`src/design/dtlv_pkg.sv`:
```
`timescale 1ns / 1ps
package dtlv_pkg;

  typedef enum logic [2:0] {
    PH_TAG  = 3'd0,
    PH_LEN0 = 3'd1,
    PH_LENX = 3'd2,
    PH_BODY = 3'd3,
    PH_HALT = 3'd4
  } phase_t;

  localparam logic [1:0] KIND_DONE = 2'd0;
  localparam logic [1:0] KIND_DATA = 2'd1;
  localparam logic [1:0] KIND_HALT = 2'd2;

  localparam logic [2:0] ERR_NONE     = 3'd0;
  localparam logic [2:0] ERR_LEN_LONG = 3'd1;
  localparam logic [2:0] ERR_BOOL_LEN = 3'd2;
  localparam logic [2:0] ERR_BOOL_VAL = 3'd3;
  localparam logic [2:0] ERR_INT_LEN  = 3'd4;
  localparam logic [2:0] ERR_DEEP     = 3'd5;
  localparam logic [2:0] ERR_BS_EMPTY = 3'd6;

  localparam logic [7:0] TAG_BOOL = 8'h01;
  localparam logic [7:0] TAG_INT  = 8'h02;
  localparam logic [7:0] TAG_BITS = 8'h03;
  localparam logic [7:0] TAG_OID  = 8'h06;
  localparam logic [7:0] TAG_SEQ  = 8'h30;
  localparam logic [7:0] TAG_SET  = 8'h31;

  localparam logic [32:0] OFF_MAX = 33'h1_FFFF_FFFF;

  // One result item.
  typedef struct packed {
    logic [1:0]  kind;
    logic [7:0]  tag;
    logic [31:0] content_length;
    logic [3:0]  depth;
    logic [31:0] value;
    logic [7:0]  data_byte;
    logic [2:0]  error_code;
    logic [3:0]  closed_count;
    logic        last;
  } res_t;

  function automatic logic [7:0] oid_byte(input logic which, input logic [3:0] pos);
    logic [7:0] b;
    case (pos)
      4'd0: b = 8'h60;
      4'd1: b = 8'h86;
      4'd2: b = 8'h48;
      4'd3: b = 8'h01;
      4'd4: b = 8'h65;
      4'd5: b = 8'h03;
      4'd6: b = 8'h04;
      4'd7: b = 8'h01;
      4'd8: b = which ? 8'h2D : 8'h2A;
      default: b = 8'h00;
    endcase
    return b;
  endfunction

endpackage

```
`src/design/der_tlv_stream_parser.sv`:
```
`timescale 1ns / 1ps
// DER tag-length-value stream parser.
// Input channel: one byte of a DER encoding per word; in_tuser is start_req,
// which clears all parser state before that byte is taken as a first tag.
// Output channel: one result word per finished element, per opened container,
// per bit string data byte, or one fatal word (kind 2) on a too-long length or
// too-deep nesting. out_tlast marks the final result caused by one input byte.
// Throughput is one byte per cycle while the queue has room for two words: the
// byte is decoded in a single pass (tag, length, value accumulate, and a parallel
// compare of the running offset against all container end offsets) and its
// results are registered into a four-word queue.
// A byte can produce two results; the input is taken only while the queue has
// room for two, so a stalled receiver backs up into in_tready once three words
// are waiting.
// Reset (synchronous, rst_n low) clears parser state and empties the queue.
// After a fatal error every byte is accepted and dropped until start_req.
module der_tlv_stream_parser #(
  parameter int MAX_DEPTH     = 8,
  parameter int MAX_LEN_BYTES = 4
) (
  input  logic         clk,
  input  logic         rst_n,
  input  logic         in_tvalid,
  output logic         in_tready,
  input  logic [7:0]   in_tdata,   // [7:0] in_byte
  input  logic         in_tuser,   // [0] start_req
  output logic         out_tvalid,
  input  logic         out_tready,
  // [1:0] kind, [9:2] tag, [41:10] content_length, [45:42] depth,
  // [77:46] value, [85:78] data_byte, [88:86] error_code, [92:89] closed_count
  output logic [95:0]  out_tdata,
  output logic         out_tlast
);
  localparam int DW = $clog2(MAX_DEPTH + 1);
  localparam int AW = (MAX_DEPTH > 1) ? $clog2(MAX_DEPTH) : 1;

  dtlv_pkg::phase_t phase_r, phase_nxt;
  logic [32:0] off_r, off_nxt;
  logic [7:0]  tag_r, tag_nxt;
  logic [31:0] len_r, len_nxt;
  logic [2:0]  lbl_r, lbl_nxt;
  logic [31:0] cl_r, cl_nxt;
  logic [31:0] va_r, va_nxt;
  logic [1:0]  om_r, om_nxt;
  logic [DW-1:0] dep_r, dep_nxt;
  logic [32:0] ends_r [MAX_DEPTH];
  logic        push_en;
  logic [AW-1:0] push_idx;
  logic [32:0] push_val;

  logic [1:0]  push_cnt;
  dtlv_pkg::res_t r0, r1, fo;
  logic [2:0]  free_cnt;
  logic        acc;

  assign in_tready = (free_cnt >= 3'd2);
  assign acc = in_tvalid && in_tready;

  dtlv_out_fifo u_fifo (
    .clk, .rst_n, .push_cnt(acc ? push_cnt : 2'd0), .push0(r0), .push1(r1),
    .free_cnt, .pop_valid(out_tvalid), .pop_ready(out_tready), .pop_data(fo)
  );

  assign out_tdata = {3'b0, fo.closed_count, fo.error_code, fo.data_byte, fo.value,
                      fo.depth, fo.content_length, fo.tag, fo.kind};
  assign out_tlast = fo.last;

  // Combinational single pass.
  always_comb begin
    logic [7:0]  b;
    logic        st;
    dtlv_pkg::phase_t ph;
    logic [32:0] off, off1, endv;
    logic [7:0]  tg;
    logic [31:0] ln, cl, va, pos, v, len_h, lacc;
    logic [1:0]  om;
    logic [DW-1:0] dp, cdep;
    logic [3:0]  closed;
    logic [2:0]  err;
    logic [6:0]  nlen;
    logic        hdr, fin, cont;
    dtlv_pkg::res_t rr;

    b  = in_tdata;
    st = in_tuser;
    ph = st ? dtlv_pkg::PH_TAG : phase_r;
    off = st ? 33'd0 : off_r;
    tg = st ? 8'd0 : tag_r;
    ln = st ? 32'd0 : len_r;
    lbl_nxt = st ? 3'd0 : lbl_r;
    cl = st ? 32'd0 : cl_r;
    va = st ? 32'd0 : va_r;
    om = st ? 2'b11 : om_r;
    dp = st ? '0 : dep_r;
    push_cnt = 2'd0;
    r0 = '0; r1 = '0;
    push_en = 1'b0; push_idx = AW'(dp); push_val = '0;
    hdr = 1'b0; fin = 1'b0; len_h = 32'd0; lacc = 32'd0;
    off1 = (off < dtlv_pkg::OFF_MAX) ? off + 33'd1 : off;
    closed = 4'd0; cdep = dp; endv = '0;
    err = dtlv_pkg::ERR_NONE; v = 32'd0; nlen = b[6:0]; pos = ln - cl;
    cont = 1'b0; rr = '0;

    if (ph != dtlv_pkg::PH_HALT) off = off1;

    case (ph)
      dtlv_pkg::PH_TAG: begin
        tg = b; ln = 32'd0; cl = 32'd0; va = 32'd0; om = 2'b11;
        ph = dtlv_pkg::PH_LEN0;
      end
      dtlv_pkg::PH_LEN0: begin
        if (!b[7]) begin
          hdr = 1'b1; len_h = {24'd0, b};
        end else if (nlen > 7'(MAX_LEN_BYTES)) begin
          r0.kind = dtlv_pkg::KIND_HALT; r0.tag = tg; r0.content_length = ln;
          r0.depth = 4'(dp); r0.error_code = dtlv_pkg::ERR_LEN_LONG; r0.last = 1'b1;
          push_cnt = 2'd1; ph = dtlv_pkg::PH_HALT;
        end else if (nlen == 7'd0) begin
          hdr = 1'b1; len_h = 32'd0;
        end else begin
          lbl_nxt = nlen[2:0]; ln = 32'd0; ph = dtlv_pkg::PH_LENX;
        end
      end
      dtlv_pkg::PH_LENX: begin
        lacc = {ln[23:0], b}; ln = lacc;
        if (lbl_nxt != 3'd0) lbl_nxt = lbl_nxt - 3'd1;
        if (lbl_nxt == 3'd0) begin hdr = 1'b1; len_h = lacc; end
      end
      dtlv_pkg::PH_BODY: begin
        case (tg)
          dtlv_pkg::TAG_BOOL: if (pos == 32'd0) va = {24'd0, b};
          dtlv_pkg::TAG_INT:  va = {va[23:0], b};
          dtlv_pkg::TAG_OID: begin
            if (pos < 32'd9) begin
              if (dtlv_pkg::oid_byte(1'b0, pos[3:0]) != b) om[0] = 1'b0;
              if (dtlv_pkg::oid_byte(1'b1, pos[3:0]) != b) om[1] = 1'b0;
            end
          end
          dtlv_pkg::TAG_BITS: begin
            if (pos == 32'd0) va = {24'd0, b};
            else begin
              r0.kind = dtlv_pkg::KIND_DATA; r0.tag = tg; r0.content_length = ln;
              r0.depth = 4'(dp); r0.value = {24'd0, va[7:0]}; r0.data_byte = b;
              r0.last = (cl != 32'd1); push_cnt = 2'd1;
            end
          end
          default: ;
        endcase
        if (cl != 32'd0) cl = cl - 32'd1;
        if (cl == 32'd0) fin = 1'b1;
      end
      default: ph = dtlv_pkg::PH_HALT;
    endcase

    if (hdr) begin
      ln = len_h; cl = len_h;
      if (tg == dtlv_pkg::TAG_SEQ || tg == dtlv_pkg::TAG_SET) begin
        cont = 1'b1;
        if (32'(dp) >= 32'(MAX_DEPTH)) begin
          r0.kind = dtlv_pkg::KIND_HALT; r0.tag = tg; r0.content_length = ln;
          r0.depth = 4'(dp); r0.error_code = dtlv_pkg::ERR_DEEP; r0.last = 1'b1;
          push_cnt = 2'd1; ph = dtlv_pkg::PH_HALT;
        end else begin
          endv = off + {1'b0, len_h};
          if (endv < off) endv = dtlv_pkg::OFF_MAX;
          push_en = 1'b1; push_idx = AW'(dp); push_val = endv;
          cdep = dp + DW'(1);
          r0.kind = dtlv_pkg::KIND_DONE; r0.tag = tg; r0.content_length = ln;
          r0.depth = 4'(dp); r0.last = 1'b1;
          push_cnt = 2'd1; ph = dtlv_pkg::PH_TAG;
        end
      end else if (len_h == 32'd0) begin
        fin = 1'b1;
      end else begin
        ph = dtlv_pkg::PH_BODY;
      end
    end

    // Pop count: entries closing are a contiguous top run; count from the top.
    // A container opened by this byte is compared as the new top entry.
    if (fin || (cont && push_en)) begin
      if (fin) cdep = dp;
      closed = 4'd0;
      for (int i = MAX_DEPTH - 1; i >= 0; i--) begin
        if (32'(i) < 32'(cdep) && 32'(i) == 32'(cdep) - 32'd1 - 32'(closed)) begin
          if (off >= ((push_en && AW'(i) == push_idx) ? push_val : ends_r[i]))
            closed = closed + 4'd1;
        end
      end
    end

    if (fin) begin
      case (tg)
        dtlv_pkg::TAG_BOOL: begin
          if (ln != 32'd1) err = dtlv_pkg::ERR_BOOL_LEN;
          else begin
            v = (va[7:0] != 8'd0) ? 32'd1 : 32'd0;
            if (va[7:0] != 8'd0 && va[7:0] != 8'hFF) err = dtlv_pkg::ERR_BOOL_VAL;
          end
        end
        dtlv_pkg::TAG_INT: begin
          if (ln == 32'd0 || ln > 32'd4) err = dtlv_pkg::ERR_INT_LEN;
          else begin
            case (ln[2:0])
              3'd1: v = {{24{va[7]}}, va[7:0]};
              3'd2: v = {{16{va[15]}}, va[15:0]};
              3'd3: v = {{8{va[23]}}, va[23:0]};
              default: v = va;
            endcase
          end
        end
        dtlv_pkg::TAG_BITS: begin
          if (ln == 32'd0) err = dtlv_pkg::ERR_BS_EMPTY;
          else v = {24'd0, va[7:0]};
        end
        dtlv_pkg::TAG_OID: begin
          if (ln == 32'd9) begin
            if (om[0]) v = 32'd1;
            else if (om[1]) v = 32'd2;
          end
        end
        default: ;
      endcase
      rr.kind = dtlv_pkg::KIND_DONE; rr.tag = tg; rr.content_length = ln;
      rr.depth = 4'(dp); rr.value = v; rr.error_code = err;
      rr.closed_count = closed; rr.last = 1'b1;
      if (push_cnt == 2'd1) begin r1 = rr; push_cnt = 2'd2; end
      else begin r0 = rr; push_cnt = 2'd1; end
      ph = dtlv_pkg::PH_TAG;
    end else if (cont && push_en) begin
      r0.closed_count = closed;
    end

    phase_nxt = ph; off_nxt = off; tag_nxt = tg; len_nxt = ln; cl_nxt = cl;
    va_nxt = va; om_nxt = om;
    dep_nxt = (cont && push_en) ? cdep - DW'(closed) : (fin ? dp - DW'(closed) : dp);
  end

  always_ff @(posedge clk) begin
    if (acc && push_en) ends_r[push_idx] <= push_val;
  end

  always_ff @(posedge clk) begin
    if (!rst_n) begin
      phase_r <= dtlv_pkg::PH_TAG;
      off_r <= '0; tag_r <= '0; len_r <= '0; lbl_r <= '0; cl_r <= '0;
      va_r <= '0; om_r <= 2'b11; dep_r <= '0;
    end else if (acc) begin
      phase_r <= phase_nxt; off_r <= off_nxt; tag_r <= tag_nxt; len_r <= len_nxt;
      lbl_r <= lbl_nxt; cl_r <= cl_nxt; va_r <= va_nxt; om_r <= om_nxt;
      dep_r <= dep_nxt;
    end
  end

  a_depth_bound: assert property (@(posedge clk) disable iff (!rst_n)
    32'(dep_r) <= 32'(MAX_DEPTH)) else $error("open depth over limit");
  a_halt_silent: assert property (@(posedge clk) disable iff (!rst_n)
    (acc && phase_r == dtlv_pkg::PH_HALT && !in_tuser) |=> $stable(dep_r))
    else $error("halted parser changed state");
  a_out_kind: assert property (@(posedge clk) disable iff (!rst_n)
    out_tvalid |-> out_tdata[1:0] != 2'd3) else $error("bad result kind");
endmodule

```
`src/design/dtlv_out_fifo.sv`:
```
`timescale 1ns / 1ps
// Small result queue; up to two words pushed per cycle, one popped.
module dtlv_out_fifo (
  input  logic               clk,
  input  logic               rst_n,
  input  logic [1:0]         push_cnt,
  input  dtlv_pkg::res_t     push0,
  input  dtlv_pkg::res_t     push1,
  output logic [2:0]         free_cnt,
  output logic               pop_valid,
  input  logic               pop_ready,
  output dtlv_pkg::res_t     pop_data
);
  dtlv_pkg::res_t mem_r [4];
  logic [1:0] wp_r, rp_r;
  logic [2:0] cnt_r;
  logic       pop;
  logic [1:0] wp1;

  assign pop       = pop_valid && pop_ready;
  assign pop_valid = (cnt_r != 3'd0);
  assign pop_data  = mem_r[rp_r];
  assign free_cnt  = 3'd4 - cnt_r;
  assign wp1       = wp_r + 2'd1;

  always_ff @(posedge clk) begin
    if (push_cnt != 2'd0) mem_r[wp_r] <= push0;
    if (push_cnt == 2'd2) mem_r[wp1] <= push1;
  end

  always_ff @(posedge clk) begin
    if (!rst_n) begin
      wp_r  <= '0;
      rp_r  <= '0;
      cnt_r <= '0;
    end else begin
      wp_r  <= wp_r + push_cnt;
      if (pop) rp_r <= rp_r + 2'd1;
      cnt_r <= cnt_r + {1'b0, push_cnt} - {2'b0, pop};
    end
  end
endmodule
```
`config.mk`:
```
export PLATFORM = sky130hd
export DESIGN_NAME = der_tlv_stream_parser
export DESIGN_NICKNAME = d
export VERILOG_FILES = /design/src/design/dtlv_pkg.sv /design/src/design/der_tlv_stream_parser.sv /design/src/design/dtlv_out_fifo.sv
export SDC_FILE = /design/constraint.sdc
export NUM_CORES = 2
export LEC_CHECK = 0
export BUFFER_PORTS_ARGS = -buffer_cell sky130_fd_sc_hd__buf_2
export CORE_MARGIN = 3
export CORE_UTILIZATION = 50
export CTS_CLUSTER_SIZE = 12
export DETAILED_ROUTE_END_ITERATION = 8
export GPL_ROUTABILITY_DRIVEN = 0
export PLACE_DENSITY = 0.69
export SYNTH_ARGS = -nofsm -noshare
export SYNTH_HDL_FRONTEND = slang
export SYNTH_HIERARCHICAL = 1
export SYNTH_SLANG_ARGS = --single-unit
```
`constraint.sdc`:
```
create_clock -name clk -period 50.8 [get_ports clk]
set_input_delay 10.16 -clock clk [delete_from_list [all_inputs] [get_ports clk]]
set_output_delay 10.16 -clock clk [all_outputs]
set_load 0.03 [all_outputs]
```
---- Word-level counts from Yosys, hierarchy flattened ----
Memories as Yosys holds them, arrays and structs flattened. A register that Yosys moved wholly into a read port is not among the register bits.
Index checks and enable logic that the tools add are counted.
word-level totals
  register bits ........................... 156
  bits in writable memories ............... 640
  memory bits (read-only) ................. 224
  bits of input ports ..................... 13
  output and inout bits ................... 99
  logic and storage cells ................. 321
  memories ................................ 4
cells by class
  add/sub/neg operators ................... 29
  order comparisons ....................... 23
  equality and inequality tests ........... 39
  multiplexer cells ....................... 174
  reduce and logical (&&, ||, !) cells .... 40
memories
  name             words  bits a word  rd ports  clocked after memory_dff  write ports  RTL line                     source
  u_fifo.mem_r     4      94           1         1                         2            dtlv_out_fifo.sv:14          dtlv_pkg::res_t mem_r [4];
  ends_r           8      33           8         0                         1            der_tlv_stream_parser.sv:46  logic [32:0] ends_r [MAX_DEPTH];
  (no name shown)  16     7            1         0                         0            dtlv_pkg.sv:48               case (pos)
  (no name shown)  16     7            1         0                         0            dtlv_pkg.sv:48
operators with widths
  operator                                                                   number
  33-bit two-way mux                                                         15
  32-bit two-way mux                                                         13
  33-bit greater-or-equal comparator                                         8
  32-bit case mux with 2 select lines                                        4
  46-bit two-way mux                                                         5
  32-bit case mux with 3 select lines                                        2
  32-bit by 4-bit subtractor with 32-bit output                              6
  92-bit two-way mux                                                         2
  85-bit two-way mux                                                         2
  32-bit zero test                                                           5
  4-bit two-way mux                                                          33
  3-bit by 32-bit equality test with 1-bit output (first input constant)     4
  32-bit case mux with 4 select lines                                        1
  94-bit two-way mux                                                         1
  46-bit case mux with 2 select lines                                        1
  89-bit two-way mux                                                         1
  86-bit two-way mux                                                         1
  8-bit two-way mux                                                          9
  2-bit by 32-bit equality test with 1-bit output (first input constant)     2
  32-bit by 1-bit inequality test with 1-bit output (second input constant)  2
  3-bit two-way mux                                                          21
  40-bit two-way mux                                                         1
  1-bit two-way mux                                                          39
  33-bit by 1-bit adder with 33-bit output (second input constant)           1
  other kinds (54)                                                           126

---- Logic depth before layout (Yosys ltp) ----
  depth in word-level cells ............... 56
  gate-level depth with buffers ........... 160
  mapped depth without buffers ............ 149

---- Modules after synthesis ----
Netlist, hierarchy kept.
modules (own cells, without submodules)
  module                 instances  cells each  area an instance (um^2)  sequential area each (um^2)
  der_tlv_stream_parser  1          4,008       35,108.7                 10,910.5
  dtlv_out_fifo          1          963         18,532.8                 11,471.0

---- Worst setup path before layout ----
Ideal clock, no wire load.
  path kind ............................... input port to flip-flop
  start point ............................. in in_tuser
  end point ............................... reg dep_r[3]
  library setup time ...................... 103 ps
  data arrival time ....................... 40,736 ps
  required time ........................... 50,697 ps
  path slack .............................. 9,960 ps
  cell stages on the path ................. 147
  buffers on the path ..................... 10
  cells stage by stage .................... buf_2 inv_1 clkbuf_1 clkbuf_1 clkbuf_1 clkbuf_1 clkbuf_1 clkbuf_1 clkbuf_1 nand2_1 ha_1 ha_1 a22o_1 and2_1 o21a_1 nand2_1 inv_1 ha_1 [... 111 more ...] nor4b_1 nand4_1 nor4_1 xor2_1 ha_1 inv_1 ha_1 or4_1 a211o_1 nor2_1 mux2_2 o21ai_0 ha_1 a21o_1 a21oi_1 xnor3_1 and4_4 a2111oi_2
between the ends
  cells in the longest elaborated chain, start to end .. 56
  elaborated cells between the ends (all ways) .. 160
  classes of those cells .................. 22 x add/sub; 19 x order compare; 20 x eq/ne; 72 x mux; 27 x reduce/logical
ends and longest elaborated chain
  what                                                                                               RTL line                      source
  start, declared                                                                                    der_tlv_stream_parser.sv:26   input logic in_tuser,
  parallel branches: the longest is 55 deep, another holds 33-bit by 1-bit adder with 33-bit output  --
  4-bit two-way mux (*)                                                                              der_tlv_stream_parser.sv:236  dep_nxt = (cont && push_en) ? cdep - DW'(closed) : (fin ? dp - DW'(closed) : dp);
  end signal, assigned                                                                               der_tlv_stream_parser.sv:251  dep_r <= dep_nxt;
  end, declared                                                                                      der_tlv_stream_parser.sv:45   logic [DW-1:0] dep_r, dep_nxt;
Mark *: on every way between the ends. The select of a mux whose other input is x is not followed.
A chain may end at the register's enable or synchronous reset.

---- Worst setup path after layout ----
  start point ............................. in in_tuser
  end point ............................... reg dep_r[3]
between the ends
  elaborated cells between the ends (all ways) .. 160
  classes of those cells .................. 22 x add/sub; 19 x order compare; 20 x eq/ne; 72 x mux; 27 x reduce/logical
RTL lines
  what                                                                                    RTL line                      source
  33-bit two-way mux                                                                      der_tlv_stream_parser.sv:87   off = st ? 33'd0 : off_r;
  33-bit by 1-bit adder with 33-bit output / 33-bit < comparator (equally long branches)  der_tlv_stream_parser.sv:99   off1 = (off < dtlv_pkg::OFF_MAX) ? off + 33'd1 : off;
  33-bit two-way mux                                                                      der_tlv_stream_parser.sv:99
  33-bit two-way mux (*)                                                                  der_tlv_stream_parser.sv:104  if (ph != dtlv_pkg::PH_HALT) off = off1;
  via off_nxt[1]                                                                          der_tlv_stream_parser.sv:38   logic [32:0] off_r, off_nxt;
  33-bit by 32-bit adder with 33-bit output                                               der_tlv_stream_parser.sv:164  endv = off + {1'b0, len_h};
  33-bit < comparator                                                                     der_tlv_stream_parser.sv:165  if (endv < off) endv = dtlv_pkg::OFF_MAX;
  33-bit two-way mux                                                                      der_tlv_stream_parser.sv:165
  [... 38 more ...]                                                                       --
  5-bit by 5-bit subtractor with 6-bit output                                             der_tlv_stream_parser.sv:185  if (32'(i) < 32'(cdep) && 32'(i) == 32'(cdep) - 32'd1 - 32'(closed)) begin
  32-bit zero test                                                                        der_tlv_stream_parser.sv:185
  1-bit logical AND                                                                       der_tlv_stream_parser.sv:185
  4-bit two-way mux (*)                                                                   der_tlv_stream_parser.sv:185
  4-bit two-way mux (*)                                                                   der_tlv_stream_parser.sv:181  if (fin || (cont && push_en)) begin
  4-bit subtractor                                                                        der_tlv_stream_parser.sv:236
  4-bit two-way mux                                                                       der_tlv_stream_parser.sv:236
  4-bit two-way mux (*)                                                                   der_tlv_stream_parser.sv:236
The timed path passes the listed nets; every way through them passes the cells marked *. The select of a mux whose other input is x is not followed.

==> reports/summary.txt <==
Buf/Inv on CP = 12
Worst Path Arrival = 44070 ps
Worst slew pin tran = 1270 ps
Via count of the first global-routing pass = 40641
Mapped Avg Cell Area = 10.8 um2
First-pass GRT wire length = 245000 um
Crit path kind = in2reg
Final Non-Filler Cells = 6618
Internal Pwr Total = 1.47 mW
Initial core utilization = 0.507
Final Cycle Share = 0.856
Most common cell on crit path = ha_1
HPWL Detailed = 108000 um
Post-route DRC = 0
Layout cell share with drive strength beyond 1 = 0.165
Die Span Y = 334 um
Switching Fraction = 0.409
Clock Pin Slew Worst Setup and Hold Paths = 60 ps
CP delay by family, top = compound AO/OA/AOI/OAI gates
Startpoint Class = input port
CP endpoint kind = flip-flop
Root Buffer = clkbuf_16
P_leak = 24.6 nW
Post-Route WL = 160000 um
Share of total power in the clock network = 0.257
Hold-fix buffers, CTS = 0
Avg WL per Cell = 24.2 um
Power share of the combinational group = 0.425
Die width = 334 um
Power Total = 2.49 mW
Drt first pass iters = 9
Placed Instances = 6447
Vias = 41692
Maximum capacitance violations = 0
Final setup fails = 0
Mapped cell area = 0.0536 mm2
Critical Path Max Stage Delay = 860 ps
P per Cell Area = 42.1 mW/mm2
Largest net degree at the start of global routing = 118
Clk_skew = 53.2 ps
Num rows = 119
Via density = 6.30
Final Net Count = 5623
Unrepaired setup endpoints after global routing = false
Cells after Synth = 4970
Post-CTS setup buffers = 0
CP required = 51380 ps
Die Area = 0.111 mm2
Final Max Slew Viols = 0
Remaining antenna violation count after routing = 0
CTS tree = yes
Max stage delay cell, worst path = nor4_1
Worst Path Max Fanout = 50
Htree depth = 3
Outcome = finished, final reports clean
Hold Fails Final Rpt = 0
Setup TNS = 0 ps
Detailed Route Iter0 Violations = 4480
Post-layout min period = 43480 ps
Clk_lat worst skew = 700 ps
Max Clk Rate = 0.0230 GHz
Area delta synth->final = 10.2%
Switching power = 1.02 mW
Max VDD drop = 0.0288 mV
CTS sink cnt = 798
Port-buffer cells = 108
Global Route Usage Sum = 0.282
Max Root-Sink Buffers = 3
GRT overflow = 0
Rel. slew slack = 0.155
Num CTS Buffers = 91
Min-Delay Path Class = reg2reg
Initial antenna violation count = 5
Seq pwr share = 0.318
Post-cts sizing count = 0
# IOs = 112
Yosys Warn Count = 6
Core area = 0.106 mm2
Worst hold slack = 480 ps
## metrics by stage
step / area [um2] / worst slack [ps] / utilization
2_1_floorplan: 54300 / 9960 / -
3_3_place_gp: 56200 / 8290 / 0.531
3_5_place_dp: 56200 / 7130 / 0.531
4_1_cts: 59100 / 7800 / 0.558
5_1_grt: 59100 / 4710 / 0.558
6_report: 59100 / 7320 / 0.558
## power by group through the flow
| stage | clock network (mW) | logic [mW] | registers (mW) |
|---|---|---|---|
| finish | 0.640 | 1.06 | 0.792 |
| global placement | 0 | 1.02 | 0.802 |
| global route | 0.674 | 1.14 | 0.797 |
| detailed placement | 0 | 1.03 | 0.803 |
| floorplan | 0 | 0.763 | 0.784 |
| CTS | 0.651 | 1.04 | 0.790 |
## cell usage in the layout (no fill, tap or decap), types with 89 or more instances in the layout
cell,count
nand3_1,94
o21ai_0,243
nand2_1,335
clkbuf_16,91
buf_4,99
conb_1,167
mux2i_1,270
inv_1,142
nor2_1,382
mux4_2,94
edfxtp_1,640
dfxtp_1,156
a21oi_1,293
ha_1,453
nor2b_1,89
buf_2,107
mux2_2,327
## path summary, 6_finish.rpt
kind                         startpoint  depth (start not counted)                    end  slack (ps)
setup / recovery               in_tuser                        137  dep_r[3]$_SDFFE_PN0P_        7320
hold / removal    off_r[6]$_SDFFE_PN0P_                          2  off_r[6]$_SDFFE_PN0P_         480
setup reg to reg  lbl_r[0]$_SDFFE_PN0P_                        138  dep_r[3]$_SDFFE_PN0P_       17380
hold reg to reg   off_r[6]$_SDFFE_PN0P_                          2  off_r[6]$_SDFFE_PN0P_         480
## routing by layer
| layer | up-vias | track usage | share of wire |
|---|---|---|---|
| met1 | 20244 | 0.373 | 0.41 |
| met3 | 436 | 0.0523 | 0.084 |
| met2 | 1982 | 0.455 | 0.46 |
| li1 | 19027 | - | - |
| met4 | 3 | 0.121 | 0.046 |
| met5 | - | 0 | 0.00024 |
## worst reg2reg max path, delay by kind of cell (launching register included)
kind                       cells  cell delay, ps
AOI/OAI and AO/OA             55           12220
xor gates and xnor gates       4            1130
adders and majority gates     24            6800
buffers and inverters         10             950
DFF                            1             350
muxes                          4            1460
and+or+nand+nor               41           10380
## sequential cells by signal, indices dropped and copies added (netlist names), named ones only
signal and count:
u_fifo/mem_r 376, ends_r 264, off_r 33, cl_r 32, len_r 32, va_r 32
tag_r 8, dep_r 4, lbl_r 3, phase_r 3, u_fifo/cnt_r 3, om_r 2
u_fifo/rp_r 2, u_fifo/wp_r 2
## layout make-up
cell class / instances / area [um2]
multi-input cells: 3905 / 30300
clock inverters: 38 / 350
flip-flops and latches: 798 / 22400
fillers: 8899 / 46700
clock buffers: 131 / 2520
repair buffers: 206 / 1280
well taps: 1391 / 1740
inverters: 147 / 554
diodes: 2 / 5.00
Power figures use the tool's default switching activity.
